<file path="config.mk">
export PLATFORM = sky130hd
export DESIGN_NAME = sahtr_front
export DESIGN_NICKNAME = d
export VERILOG_FILES = /design/src/rtl/sahtr_pkg.sv /design/src/rtl/sahtr_front.sv
export SDC_FILE = /design/constraint.sdc
export NUM_CORES = 1
export LEC_CHECK = 0
export BUFFER_PORTS_ARGS = -buffer_cell sky130_fd_sc_hd__buf_2
export CAP_MARGIN = 5
export CELL_PAD_IN_SITES_DETAIL_PLACEMENT = 0
export CELL_PAD_IN_SITES_GLOBAL_PLACEMENT = 1
export CORE_MARGIN = 4
export CORE_UTILIZATION = 35
export CTS_BUF_LIST = sky130_fd_sc_hd__clkbuf_4
export DETAILED_ROUTE_END_ITERATION = 8
export PLACE_DENSITY = 0.7
export SETUP_SLACK_MARGIN = 0.05
export SLEW_MARGIN = 30
export SYNTH_ARGS = -nofsm -noshare
export SYNTH_HDL_FRONTEND = slang
export SYNTH_SLANG_ARGS = --single-unit
</file>
<file path="constraint.sdc">
create_clock -name clk -period 7.5 [get_ports clk]
set_input_delay 1.5 -clock clk [delete_from_list [all_inputs] [get_ports clk]]
set_output_delay 1.5 -clock clk [all_outputs]
set_load 0.01 [all_outputs]
</file>
<file path="src/rtl/sahtr_pkg.sv">
// ----------------------------------------------------------------------------
// sahtr_pkg
// Shared types and constants of the set-associative hash table with
// depth/generation replacement.
// ----------------------------------------------------------------------------
package sahtr_pkg;

	localparam int INDEX_BITS_DEF = 10;
	localparam int WAYS_DEF       = 4;

	// Widest bucket index that the queue carries; INDEX_BITS must not exceed it.
	localparam int KEY_IDX_W   = 24;
	localparam int TAG_W       = 32;
	localparam int GEN_W       = 6;
	localparam int QUEUE_DEPTH = 2;

	localparam int S_TDATA_W = 112;
	localparam int S_TUSER_W = 2;
	localparam int M_TDATA_W = 48;
	localparam int M_TUSER_W = 1;

	localparam logic [GEN_W-1:0] GEN_RESET = 6'd1;

	typedef enum logic [1:0] {
		MODE_SAVE       = 2'd0,
		MODE_PROBE      = 2'd1,
		MODE_NEW_SEARCH = 2'd2,
		MODE_CLEAR      = 2'd3
	} mode_t;

	typedef enum logic [1:0] {
		ST_CLEAR,
		ST_IDLE,
		ST_EXEC
	} back_state_t;

	// The move sits in the lowest bits so that this struct is the output beat as is.
	typedef struct packed {
		logic [GEN_W-1:0]   gen;
		logic [1:0]         flags;
		logic signed [7:0]  depth;
		logic signed [15:0] score;
		logic [15:0]        mv;
	} result_t;

	typedef struct packed {
		logic [TAG_W-1:0] tag;
		result_t          body;
	} entry_t;

	localparam int ENTRY_W = $bits(entry_t);

	typedef struct packed {
		mode_t                mode;
		logic                 needs_read;
		logic [TAG_W-1:0]     tag;
		logic [KEY_IDX_W-1:0] idx;
		logic [15:0]          mv;
		logic signed [15:0]   score;
		logic signed [7:0]    depth;
		logic [1:0]           flags;
	} op_t;

	typedef struct packed {
		logic clearing;
		logic exec;
	} back_stat_t;

endpackage

</file>
<file path="src/rtl/sahtr_front.sv">
// ----------------------------------------------------------------------------
// sahtr_front
// Input side: takes beats from the slave stream, splits them into an
// operation record, marks which operations need a bucket read, and holds
// them in a short queue for the back end.
// ----------------------------------------------------------------------------
module sahtr_front import sahtr_pkg::*; (
	input  logic                 clk,
	input  logic                 arst_n,
	input  logic                 s_tvalid,
	output logic                 s_tready,
	// key[63:0], best_move[79:64], score[95:80], search_depth[103:96],
	// bound_flags[105:104], zero pad[111:106]
	input  logic [S_TDATA_W-1:0] s_tdata,
	// mode[1:0]
	input  logic [S_TUSER_W-1:0] s_tuser,
	output logic                 op_valid,
	input  logic                 op_ready,
	output op_t                  op
);

	localparam int PTR_W = $clog2(QUEUE_DEPTH);

	op_t              slot_q [QUEUE_DEPTH];
	logic [PTR_W-1:0] wr_ptr_q;
	logic [PTR_W-1:0] rd_ptr_q;
	logic [PTR_W:0]   count_q;
	op_t              in_op;
	logic             push;
	logic             pop;

	always_comb begin
		in_op.mode       = mode_t'(s_tuser[1:0]);
		in_op.needs_read = (in_op.mode == MODE_SAVE) || (in_op.mode == MODE_PROBE);
		in_op.idx        = s_tdata[KEY_IDX_W-1:0];
		in_op.tag        = s_tdata[63:32];
		in_op.mv         = s_tdata[79:64];
		in_op.score      = s_tdata[95:80];
		in_op.depth      = s_tdata[103:96];
		in_op.flags      = s_tdata[105:104];
	end

	assign s_tready = (count_q != (PTR_W+1)'(QUEUE_DEPTH));
	assign op_valid = (count_q != '0);
	assign op       = slot_q[rd_ptr_q];
	assign push     = s_tvalid && s_tready;
	assign pop      = op_valid && op_ready;

	always_ff @(posedge clk) begin
		if (push) begin
			slot_q[wr_ptr_q] <= in_op;
		end
	end

	always_ff @(posedge clk or negedge arst_n) begin
		if (!arst_n) begin
			wr_ptr_q <= '0;
			rd_ptr_q <= '0;
			count_q  <= '0;
		end else begin
			if (push) begin
				wr_ptr_q <= wr_ptr_q + 1'b1;
			end
			if (pop) begin
				rd_ptr_q <= rd_ptr_q + 1'b1;
			end
			if (push && !pop) begin
				count_q <= count_q + 1'b1;
			end else if (pop && !push) begin
				count_q <= count_q - 1'b1;
			end
		end
	end

endmodule

</file>
After elaboration in Yosys (flattened, before gate mapping)
Memory sizes are Yosys's and may differ from the RTL's.
Cells that the tools add are included.
{"block": "word_totals", "regBits": 4, "ram_bits": 202, "inputBits": 118, "word_cells": 24, "memories": 1}
{"block": "op_classes", "add_sub_neg": 4, "eq_ne": 2, "n_mux": 4, "n_reduce_logical": 10}
{"name": "slot_q", "words": 2, "word_bits": 101, "read_ports": 1, "rd_ports_with_merged_regs": 0, "wr": 1, "line_no": "sahtr_front.sv:24", "text": "op_t slot_q [QUEUE_DEPTH];"}
{"op": "logical AND 1 bit", "count": 4}
{"op": "two-way mux 2 bit", "count": 2}
{"op": "nonzero test 2 bit", "count": 2}
{"op": "adder 1 bit (second input constant)", "count": 2}
{"op": "adder 2 x 1 -> 2 bit (second input constant)", "count": 1}
{"op": "== test 2 x 1 -> 1 bit (second input constant)", "count": 1}
{"op": "zero test 1 bit", "count": 2}
{"op": "zero test 2 bit", "count": 1}
{"op": "two-way mux 1 bit", "count": 2}
{"op": "!= test 2 bit (second input constant)", "count": 1}
{"op": "subtractor 2 x 1 -> 2 bit (second input constant)", "count": 1}
{"op": "logical OR 1 bit", "count": 1}

Longest topological paths before layout
{"block": "logic_depth", "depth_word": 6, "ltp_mapped": 7}

Worst setup path after synthesis
OpenSTA, ideal clock, no wires.
{"block": "synth_timing", "path_kind": "input to register", "from": "in s_tvalid", "to": "mem slot_q[0][0] (netlist name) (enable)", "setup_ns": 0.562, "t_arrival_ns": 5.795, "required_time_ns": 6.938, "path_slack_ns": 1.143, "cell_stages": 2, "path_buffers": 0, "path_cell_list": "nand2_1 > nor2_1"}
{"block": "synth_between", "elab_chain_len": 3}
{"element": "start: declaration", "line_no": "sahtr_front.sv:10", "text": "input logic s_tvalid,"}
{"element": "logical AND 1 bit", "line_no": "sahtr_front.sv:46", "text": "assign push = s_tvalid && s_tready;"}
{"element": "two-way mux 1 bit", "line_no": "sahtr_front.sv:50", "text": "if (push) begin"}
{"element": "two-way mux 1 bit (not written as such)", "line_no": "sahtr_front.sv:51", "text": "slot_q[wr_ptr_q] <= in_op;"}
{"element": "end: declaration", "line_no": "sahtr_front.sv:24"}
Every way passes these cells.

==> impl_metrics.prom <==
# TYPE chip_impl_metric gauge
chip_impl_info{name="min_path_type",value="reg2reg"} 1
chip_impl_metric{name="total_half_perimeter_wirelength_after_legalization_and_detailed_placement",unit="um"} 9700
chip_impl_info{name="worst_setup_path_endpoint",value="op[80]"} 1
chip_impl_info{name="end_kind",value="output pin"} 1
chip_impl_metric{name="antenna_found_initial",unit=""} 2
chip_impl_metric{name="vias_in_the_first_global_route",unit=""} 4413
chip_impl_metric{name="fin_setup_tns",unit="ns"} 0
chip_impl_metric{name="grt.overflow.total",unit=""} 0
chip_impl_metric{name="total_power",unit="mW"} 3.69
chip_impl_metric{name="wire_length_of_the_first_global_routing_pass",unit="um"} 21900
chip_impl_metric{name="n_antenna_cell",unit=""} 0
chip_impl_info{name="cpMaxStageDelayCell",value="dfrtp_4"} 1
chip_impl_metric{name="timing.critical_path.buf_inv",unit=""} 3
chip_impl_metric{name="synthSimpleGateAreaFrac",unit="%"} 0.433
chip_impl_metric{name="report.final.slew_viol_count",unit=""} 0
chip_impl_metric{name="post_synth_mux_area_share",unit="%"} 18.4
chip_impl_metric{name="period_minus_slack",unit="ns"} 4.42
chip_impl_metric{name="synth-adder-area-share",unit="%"} 0.160
chip_impl_metric{name="powerDensity",unit="nW/um^2"} 380
chip_impl_metric{name="worstRegToRegCells",unit=""} 3
chip_impl_info{name="cp_cell_sequence",value="buf_4 > buf_16 > mux2_2 > buf_2"} 1
chip_impl_info{name="status",value="completed"} 1
chip_impl_metric{name="ys_seq_area_share",unit="%"} 79.0
chip_impl_info{name="worstSetupPathType",value="reg2out"} 1
chip_impl_metric{name="die_width",unit="um"} 157
chip_impl_metric{name="drt-total-wl",unit="um"} 14700
chip_impl_metric{name="area.growth.synth_to_final",unit="%"} 24.6
chip_impl_metric{name="timing.max_slew.rel_slack",unit="%"} 42.6
chip_impl_metric{name="clk-insertion-delay-late",unit="ns"} 0.61
chip_impl_metric{name="cts_sinks",unit=""} 206
chip_impl_info{name="clock_tree_from_tritoncts",value="done"} 1
chip_impl_metric{name="worst_slew_pin_slew",unit="ns"} 0.861
chip_impl_metric{name="cts_buffers",unit=""} 50
chip_impl_metric{name="max-vdd-ir-drop",unit="uV"} 188
chip_impl_metric{name="firstDrtPassIters",unit=""} 4
chip_impl_metric{name="fmax",unit="MHz"} 226
chip_impl_info{name="critPathLaunch",value="rd_ptr_q$_DFFE_PN0P_"} 1
chip_impl_metric{name="ant_nets",unit=""} 0
chip_impl_metric{name="area_fraction_of_the_dominant_cell_type_after_synthesis",unit="%"} 77.7
chip_impl_info{name="rr_endpoint",value="slot_q[1][53]$_DFFE_PP_"} 1
chip_impl_info{name="setup_crit_start_kind",value="register"} 1
chip_impl_metric{name="place.port_buffers",unit=""} 206
chip_impl_metric{name="grt_usage",unit="%"} 11.4
chip_impl_metric{name="coreArea",unit="um^2"} 21900
chip_impl_metric{name="post-cts-setup-buffers",unit=""} 0
chip_impl_metric{name="avgSynthCellArea",unit="um^2"} 23.4
chip_impl_metric{name="timing.max_cap.violations",unit=""} 0
chip_impl_metric{name="final-hold-violation-count",unit=""} 0
chip_impl_metric{name="wl_per_cell",unit="um"} 16.4
chip_impl_info{name="synth_top_family_by_area",value="multiplexers"} 1
chip_impl_metric{name="timing.critical_path.fanout_max",unit=""} 48
chip_impl_metric{name="grt_start_max_net_pins",unit=""} 61
chip_impl_metric{name="timing.critical_path.depth",unit=""} 4
chip_impl_metric{name="place.gp.congestion",unit=""} 0.704
chip_impl_metric{name="yosysWarnings",unit=""} 0
chip_impl_metric{name="clock_path_buffers",unit=""} 3
chip_impl_metric{name="routed-via-count",unit=""} 3959
chip_impl_metric{name="share_of_the_synthesized_area_in_compound_gates_ao_oa_aoi_oai",unit="%"} 0
chip_impl_info{name="grt_setup_unrepaired",value="no"} 1
chip_impl_metric{name="ys_ff_latch",unit=""} 206
chip_impl_metric{name="slowest_delay",unit="ns"} 0.97
chip_impl_metric{name="layout.nets",unit=""} 704
chip_impl_metric{name="final.period_utilization",unit="%"} 59.0
chip_impl_info{name="cp_top_delay_family",value="flip-flops"} 1
chip_impl_info{name="top_cells_by_area_synth",value="edfxtp_1 (78%), mux2_4 (15%), mux2_2 (3.0%), dfrtp_1 (1.3%), buf_6 (1.2%)"} 1
chip_impl_metric{name="skew",unit="ns"} 0.0311
chip_impl_metric{name="drt-initial-drc-count",unit=""} 139
chip_impl_metric{name="synthesis.nets",unit=""} 452
chip_impl_metric{name="synth_area",unit="um^2"} 7810
chip_impl_metric{name="h-tree-depth",unit=""} 2
chip_impl_metric{name="synth_cell_types",unit=""} 16
chip_impl_metric{name="vias_per_cell",unit=""} 4.42
chip_impl_metric{name="final_setup_violation_count",unit=""} 0
chip_impl_metric{name="initial_core_util",unit="%"} 35.7
chip_impl_metric{name="worst_setup_hold_path_clk_slew",unit="ns"} 0.07
chip_impl_metric{name="final_core_area_utilization",unit="%"} 44.4
chip_impl_metric{name="layout-drive-gt1-share",unit="%"} 62.9
chip_impl_metric{name="worst_ep_required_time",unit="ns"} 6.00
chip_impl_metric{name="leakage",unit="nW"} 3.90
chip_impl_metric{name="design.portCount",unit=""} 221
chip_impl_info{name="synth_top_area_cell",value="edfxtp_1"} 1
chip_impl_metric{name="cts-hold-fix-buffers",unit=""} 0
chip_impl_metric{name="die_h",unit="um"} 157
chip_impl_metric{name="cp.arrival",unit="ns"} 2.92
chip_impl_metric{name="fill_cells",unit=""} 1938
chip_impl_info{name="clock-root-buffer",value="clkbuf_4"} 1
chip_impl_metric{name="syn_inst",unit=""} 333
chip_impl_metric{name="regToRegSetupSlack",unit="ns"} 5.16
chip_impl_metric{name="cts.repair.resized",unit=""} 0
chip_impl_metric{name="placement_rows",unit=""} 54
chip_impl_info{name="reg_to_reg_critical_path_startpoint",value="count_q[0]$_DFFE_PN0P_"} 1
chip_impl_metric{name="floorplan.die_area",unit="um^2"} 24800
chip_impl_metric{name="yosys.area_share.xor_xnor",unit="%"} 0.561
chip_impl_metric{name="detail_route.drc_violations",unit=""} 0
[layout make-up]
class / count / area (um^2) / area share, %
flip-flops and latches: 206 / 6170 / 63.4
multi-input cells: 114 / 1540 / 15.8
repair buffers: 211 / 1090 / 11.2
clock buffers: 70 / 526 / 5.40
well taps: 280 / 350 / 3.60
clock inverters: 12 / 46.3 / 0.476
inverters: 2 / 7.51 / 0.0772
[sequential cells by signal (all words and copies together), names as in the netlist]
signal	count
count_q	2
wr_ptr_q	1
slot_q	202
rd_ptr_q	1
[cells by family (layout without fill, tap and decap cells)]
group,count (synthesis),count (layout)
flops,206,206
mux,101,101
buf+inv,13,295
simple gates,7,7
xor+xnor,5,5
fa+ha+maj,1,1
[layout by cell type (no fill, tap or decap)]
cell / synthesis / layout
dfrtp_1: 4 / 3
xnor2_1: 3 / 3
mux2_2: 21 / 21
buf_16: 0 / 1
nor2_4: 0 / 1
nand2_1: 2 / 2
inv_1: 2 / 2
mux2_4: 80 / 80
clkinv_1: 0 / 11
xor2_1: 2 / 2
edfxtp_1: 202 / 202
or2_2: 1 / 1
and3_4: 0 / 1
ha_1: 1 / 1
nor2_1: 2 / 1
nand2b_1: 1 / 1
clkinv_2: 0 / 1
buf_2: 2 / 206
clkbuf_4: 0 / 70
dfrtp_4: 0 / 1
buf_4: 1 / 4
[through the flow]
step / hold slack, ns / setup slack [ns] / cell area, um^2 / std cells
6_report: 0.513 / 3.08 / 9730 / 895
5_1_grt: 0.548 / 2.80 / 9730 / 895
4_1_cts: 0.523 / 2.74 / 9700 / 894
3_5_place_dp: 0.507 / 3.47 / 9130 / 812
3_3_place_gp: 0.477 / 3.48 / 9130 / 812
2_1_floorplan: 0.456 / 1.14 / 7810 / 333
[power by group]
group,leakage [nW],switching [mW],internal [mW]
clock network,0.343,0.397,0.425
logic,1.64,0.559,0.606
registers,1.92,0.128,1.58
total,3.90,1.08,2.61
[how the worst min path moves through the flow]
| stage | startpoint | to | slack, ns | cells past startpoint |
|---|---|---|---|---|
| finish | count_q[1]$_DFFE_PN0P_ | count_q[1]$_DFFE_PN0P_ | 0.51 | 1 |
| CTS | count_q[1]$_DFFE_PN0P_ | count_q[1]$_DFFE_PN0P_ | 0.52 | 1 |
| global placement | count_q[1]$_DFFE_PN0P_ | count_q[1]$_DFFE_PN0P_ | 0.48 | 1 |
| floorplan | count_q[1]$_DFFE_PN0P_ | count_q[1]$_DFFE_PN0P_ | 0.46 | 1 |
| global route | count_q[1]$_DFFE_PN0P_ | count_q[1]$_DFFE_PN0P_ | 0.55 | 1 |
| detailed placement | count_q[1]$_DFFE_PN0P_ | count_q[1]$_DFFE_PN0P_ | 0.51 | 1 |
[routing by layer]
metal | up-vias | GRT usage, % | share of wire [%]
li1 | 1849 | - | -
met1 | 1892 | 11.6 | 37
met2 | 167 | 19.6 | 50
met3 | 47 | 5.50 | 9.9
met4 | 4 | 5.37 | 3.2
met5 | - | 0 | 0.14
[Yosys cell counts]
library cell	count
nand2b_1	1
dfrtp_1	4
ha_1	1
buf_2	2
mux2_4	80
buf_4	1
edfxtp_1	202
buf_6	8
or2_2	1
nand2_1	2
xor2_1	2
xnor2_1	3
mux2_2	21
inv_1	2
and3_1	1
nor2_1	2
(Power assumes the default switching activity.)
